### src/rtl/lzc_ram.sv
`default_nettype none
module lzc_ram #(
    parameter int WIDTH = 8,
    parameter int DEPTH = 16
) (
    input  wire logic                     clk,
    input  wire logic                     we,
    input  wire logic [$clog2(DEPTH)-1:0] waddr,
    input  wire logic [WIDTH-1:0]         wdata,
    input  wire logic [$clog2(DEPTH)-1:0] raddr,
    output logic      [WIDTH-1:0]         rdata
);

    logic [WIDTH-1:0] mem [DEPTH];

    always_ff @(posedge clk)
    begin
        if (we)
        begin
            mem[waddr] <= wdata;
        end
        rdata <= mem[raddr];
    end

endmodule
`default_nettype wire

### config.mk
export PLATFORM = sky130hd
export DESIGN_NAME = lzc_ram
export DESIGN_NICKNAME = d
export VERILOG_FILES = /design/src/rtl/lzc_ram.sv
export SDC_FILE = /design/constraint.sdc
export NUM_CORES = 1
export LEC_CHECK = 0
export BUFFER_PORTS_ARGS = -buffer_cell sky130_fd_sc_hd__buf_2
export CELL_PAD_IN_SITES_DETAIL_PLACEMENT = 0
export CELL_PAD_IN_SITES_GLOBAL_PLACEMENT = 2
export CORE_MARGIN = 2
export CORE_UTILIZATION = 48
export DETAILED_ROUTE_END_ITERATION = 10
export PLACE_DENSITY = 0.86
export SYNTH_ARGS = -nofsm -noshare
export SYNTH_HDL_FRONTEND = slang
export SYNTH_SLANG_ARGS = --single-unit
### constraint.sdc
create_clock -name clk -period 2 [get_ports clk]
set_input_delay 0.3 -clock clk [delete_from_list [all_inputs] [get_ports clk]]
set_output_delay 0.3 -clock clk [all_outputs]
set_load 0.1 [all_outputs]
==> results_dict.tcl, run 1 <==
set metrics [dict create \
    status "complete, no violations" \
    wl_per_cell_um 21.5 \
    drtPass1Iterations 4 \
    crit_required_ns 1.70 \
    p_per_area_nw_per_um2 1110 \
    swShare_pct 21.5 \
    syn-cell-area_um2 5150 \
    fin_tns_setup_ns 0 \
    crit_chain "buf_2" \
    cts_htree_levels 4 \
    port_buffers 25 \
    p_leak_uw 0.00210 \
    die_area_um2 11600 \
    synth_adder_area_share_pct 0 \
    yosys-top-cells-count "edfxtp_1 (128), mux4_2 (18), a22oi_1 (16), mux4_1 (14), nor2_1 (13)" \
    antenna_found_initial 0 \
    synth_top_family_by_area "multiplexers" \
    synth_mux_area_share_pct 15.0 \
    gp_congestion 0.733 \
    drv_slew 0 \
    synth_compound_area_share_pct 2.33 \
    grt_max_degree 20 \
    fp-row-count 37 \
    synth.most_common_cell "edfxtp_1" \
    slowest_stage "buf_2" \
    r2r_cells 3 \
    hold_viol 0 \
    async_flop_share_pct 0 \
    hold_path.class "input pin to register" \
    fin_crit_sh_pct 78.5 \
    setup_viol 0 \
    area_growth_pct 19.5 \
    dr.first_iter.drc_count 155 \
    synth.area.top_cells "edfxtp_1 (75%), mux4_2 (7.9%), mux4_1 (7.1%)" \
    cts_tree "built" \
    rsz0062_at_grt "no" \
    intPower_uw 5350 \
    cp_max_fo 1 \
    drive_gt1_share_pct 32.2 \
    ys_ff_latch 136 \
    finalPower_uw 6820 \
    cts_setup_buffers 0 \
    syn_nets 247 \
    r2r_end "rdata[0]" \
    synth_top_area_cell "edfxtp_1" \
    grt_pass1_vias 2446 \
    fmax_ghz 0.637 \
    grt_usage_pct 17.8 \
    die_h_um 108 \
    die_x_um 108 \
    whs_endpoint "mem[7][3]" \
    skew_ns 0.00616 \
    synth_warnings 0 \
    grt-ovfl-total 0 \
    synth_xor_area_share_pct 0 \
    pwr-share-comb_pct 6.3 \
    crit_type "register to primary output" \
    path_buf_inv 1 \
    hold_depth 1 \
    crit_path_start_kind "register" \
    route.detailed.drc 0 \
    ys.flop_type "edfxtp_1" \
    viasPerCell 5.59 \
    period_minus_slack_ns 1.57 \
    cts_root_buffer "clkbuf_8" \
    ir_drop_v 0.000622 \
    core_area_um2 10400 \
    cts_buffer_depth 2 \
    clk_pin_slew_ns 0.06 \
    cap_violations 0 \
    clock-sinks 136 \
    pwr-share-clk_pct 46.8 \
    yosys.area.top_type_share_pct 74.7 \
    syn_inst 229 \
    r2r_start "mem[5][0]" \
    holdBufCountCts 0 \
    critPathTopFamily "buffers and inverters" \
    yosys.area_share.simple_pct 3.18 \
    num_vias 2424 \
    cts-resized-gates 0 \
    p_seq_share_pct 47.0 \
    hpwl_um 5890 \
    cp.arrival_ns 1.27 \
    io-pin-count 26 \
    routed_wl_um 9320 \
    synthDistinctLibCells 19 \
    syn_avg_cell_area_um2 22.5 \
    slew_headroom_pct 67.8 \
    ant_nets 0 \
    synth_seq_area_share_pct 77.8 \
    p_sw_uw 1470 \
    synth-edff-count 128 \
    grt_pass1_wl_um 14200 \
    nets 303 \
    critPathMaxStageDelay_ns 0.43 \
    insertedDiodeCount 0 \
    clock_latency_ns 0.52 \
    initial_utilization_pct 49.6 \
    crit_path_end_kind "primary output" \
    tightest_slew_ns 0.487 \
    reg2reg_slack_ns 0.61 \
    numCtsBuffers 17 \
    hp-start "wdata[3]" \
]
[state kept, by name (all words and copies together) (netlist names)]
register and cells:
rdata 8, mem 128
[routing by layer]
metal  routed length (um)  GRT usage (%)  vias to the layer above
met5                    0              0                        -
met4                  156           7.42                        0
met3                  615           4.36                       13
met2                 4600           28.2                       82
met1                 3950           23.7                     1246
li1                     -              -                     1083
[cell families after synthesis]
logic type,after synthesis
flip-flops,136
AND/OR/NAND/NOR,35
multiplexers,32
AO/OA/AOI/OAI,16
buffers and inverters,10
[through the flow]
| stage | setup WS (ns) | hold WS, ns | std cells | cell area, um2 | utilization (%) |
|---|---|---|---|---|---|
| after floorplan | 0.207 | 0.399 | 229 | 5150 | - |
| after global placement | 0.295 | 0.649 | 402 | 5530 | 53.4 |
| after detailed placement | 0.277 | 0.664 | 402 | 5530 | 53.4 |
| after CTS | 0.390 | 0.156 | 434 | 6150 | 59.3 |
| after global routing | 0.368 | 0.156 | 434 | 6150 | 59.3 |
| final | 0.430 | 0.166 | 434 | 6150 | 59.3 |
[cell usage in the layout (no fill, tap or decap)]
master	n
a22oi_1	16
and2_1	1
and2b_1	1
buf_12	1
buf_2	25
buf_4	21
bufinv_16	4
clkbuf_1	2
clkbuf_16	16
clkbuf_8	1
clkinv_4	4
clkinvlp_4	3
dfxtp_1	8
edfxtp_1	128
inv_6	2
mux4_1	14
mux4_2	18
nand2_1	9
nand2b_1	2
nand3_1	1
nand3b_1	2
nor2_1	13
nor2b_1	1
nor3_1	4
or3b_2	1
[layout make-up]
cell class                 instances  area [um2]
timing repair buffer              47         303
clock inverter                    13         195
clock buffer                      19         422
multi-input combinational         83        1060
tap                              136         170
sequential                       136        4000
fill                             779        4220
[worst max path at each step]
| stage | cells past startpoint | end | start |
|---|---|---|---|
| 2_1_floorplan | 2 | mem[0][0] | waddr[2] |
| 3_5_place_dp | 5 | rdata[2] | raddr[0] |
| 5_1_grt | 1 | rdata[1] | rdata[1] |
| 3_3_place_gp | 5 | rdata[3] | raddr[0] |
| 4_1_cts | 1 | rdata[1] | rdata[1] |
| 6_report | 1 | rdata[1] | rdata[1] |
[power by group through the flow]
stage	sequential [uW]	combinational [uW]	clock, uW
2_1_floorplan	3400	162	0
6_report	3200	428	3190
5_1_grt	3210	454	3360
3_5_place_dp	3260	429	0
4_1_cts	3200	431	3220
3_3_place_gp	3260	423	0
(Power assumes the default switching activity.)
==> run 2: changes to the inputs <==
==> constraint.sdc (replaced) <==
create_clock -name clk -period 1.5 [get_ports clk]
set_input_delay 0.225 -clock clk [delete_from_list [all_inputs] [get_ports clk]]
set_output_delay 0.225 -clock clk [all_outputs]
set_load 0.1 [all_outputs]
==> results_dict.tcl, run 2 (synthesized netlist as in run 1, its figures left out) <==
set metrics [dict create \
    viasPerCell 5.51 \
    hold_path.class "input pin to register" \
    cts_root_buffer "clkbuf_8" \
    final_common_cell "edfxtp_1" \
    p_leak_uw 0.00216 \
    layout_common_cells "edfxtp_1 (128), buf_4 (28), mux4_2 (18)" \
    drv_slew 0 \
    crit_chain "buf_4" \
    grt_max_degree 17 \
    grt_pass1_vias 2460 \
    crit_required_ns 1.27 \
    die_h_um 108 \
    port_buffers 25 \
    num_vias 2424 \
    largest_register "mem" \
    grt-ovfl-total 0 \
    drtPass1Iterations 4 \
    placed_area_um2 5630 \
    largest_register_ffs 128 \
    fin_crit_sh_pct 91.8 \
    preCtsSetupSlack_ns -0.170 \
    final_util_pct 60.4 \
    fin_ws_ns 0.122 \
    hpwl_um 5850 \
    route.detailed.drc 0 \
    cts_tree "built" \
    cts_buffer_depth 2 \
    path_buf_inv 1 \
    top_regs "mem: 128 flops, rdata: 8 flops" \
    fp-row-count 37 \
    slowest_stage "dfxtp_1" \
    initial_utilization_pct 49.6 \
    dr.first_iter.drc_count 152 \
    area_growth_pct 21.6 \
    final_area_um2 6260 \
    antenna_found_initial 1 \
    cts_htree_levels 4 \
    critPathTopFamily "flip-flops" \
    drive_gt1_share_pct 34.0 \
    ir_drop_v 0.000815 \
    wl_per_cell_um 21.0 \
    die_x_um 108 \
    skew_ns 0.00654 \
    crit_path_end_kind "primary output" \
    clock_latency_ns 0.52 \
    setup_viol 0 \
    p_per_area_nw_per_um2 1450 \
    io-pin-count 26 \
    numCtsBuffers 17 \
    gp_congestion 0.726 \
    slew_headroom_pct 50.9 \
    grt_usage_pct 17.7 \
    fin_tns_setup_ns 0 \
    clock-sinks 136 \
    nets 308 \
    die_area_um2 11600 \
    cap_violations 0 \
    routed_wl_um 9230 \
    place_inst 407 \
    cp_max_fo 1 \
    cts_setup_buffers 0 \
    status "complete, no violations" \
    rsz0062_at_grt "no" \
    grt_pass1_wl_um 14100 \
    fmax_ghz 0.726 \
    tightest_slew_ns 0.734 \
    clk_pin_slew_ns 0.06 \
    period_minus_slack_ns 1.38 \
    ant_nets 0 \
    core_area_um2 10400 \
    crit_type "register to primary output" \
    cp.arrival_ns 1.15 \
    hold_viol 0 \
    finalNonFillerCells 440 \
    crit_path_start_kind "register" \
    critPathMaxStageDelay_ns 0.34 \
]
## run 2: worst paths after layout
kind / slack (ns) / depth (start not counted) / startpoint / to
max: 0.12 / 1 / rdata[1] / rdata[1]
min: 0.09 / 1 / wdata[5] / mem[0][5]
max reg2reg: 0.15 / 3 / mem[11][0] / rdata[0]
min reg2reg: 0.67 / 3 / mem[14][5] / rdata[5]
## run 2: worst reg2reg max path: stages, from the launching register on
cell and delay (ns):
edfxtp_1 0.36, mux4_2 0.47, a22oi_1 0.31, nand2_1 0.09
## run 2: area by class of cell
| cell class | instances | area, um2 |
|---|---|---|
| Fill cell | 728 | 4110 |
| Sequential cell | 136 | 4000 |
| Multi-Input combinational cell | 83 | 1060 |
| Clock buffer | 19 | 432 |
| Timing Repair Buffer | 52 | 410 |
| Clock inverter | 13 | 178 |
| Tap cell | 136 | 170 |
| Antenna cell | 1 | 2.50 |
## run 2: layer usage
metal,wire length (um),share of wire [%],vias up,GRT usage [%]
li1,-,-,1096,-
met1,4040,44,1249,23.9
met2,4520,49,72,27.0
met3,577,6.3,7,6.05
met4,102,1.1,0,6.59
met5,0,0,-,0
## run 2: timing repair
| item | in CTS | in global routing |
|---|---|---|
| resized for setup | 6 | 2 |
| endpoints found under the setup margin | 6 | 2 |
| endpoints found under the hold margin | 0 | 0 |
| hold buffers | 0 | 0 |
## run 2: through the flow
| step | hold WS (ns) | total power (uW) |
|---|---|---|
| 3_5_place_dp | 0.622 | 4950 |
| 4_1_cts | 0.0727 | 9140 |
| 2_1_floorplan | 0.324 | 4750 |
| 6_report | 0.0913 | 9060 |
| 3_3_place_gp | 0.606 | 4940 |
| 5_1_grt | 0.0743 | 9340 |
## run 2: power breakdown
part / leakage (uW) / internal (uW) / switching [uW]
clock network: 0.000297 / 2730 / 1450
registers: 0.00122 / 4250 / 25.4
logic: 0.000639 / 208 / 397
total: 0.00216 / 7190 / 1870
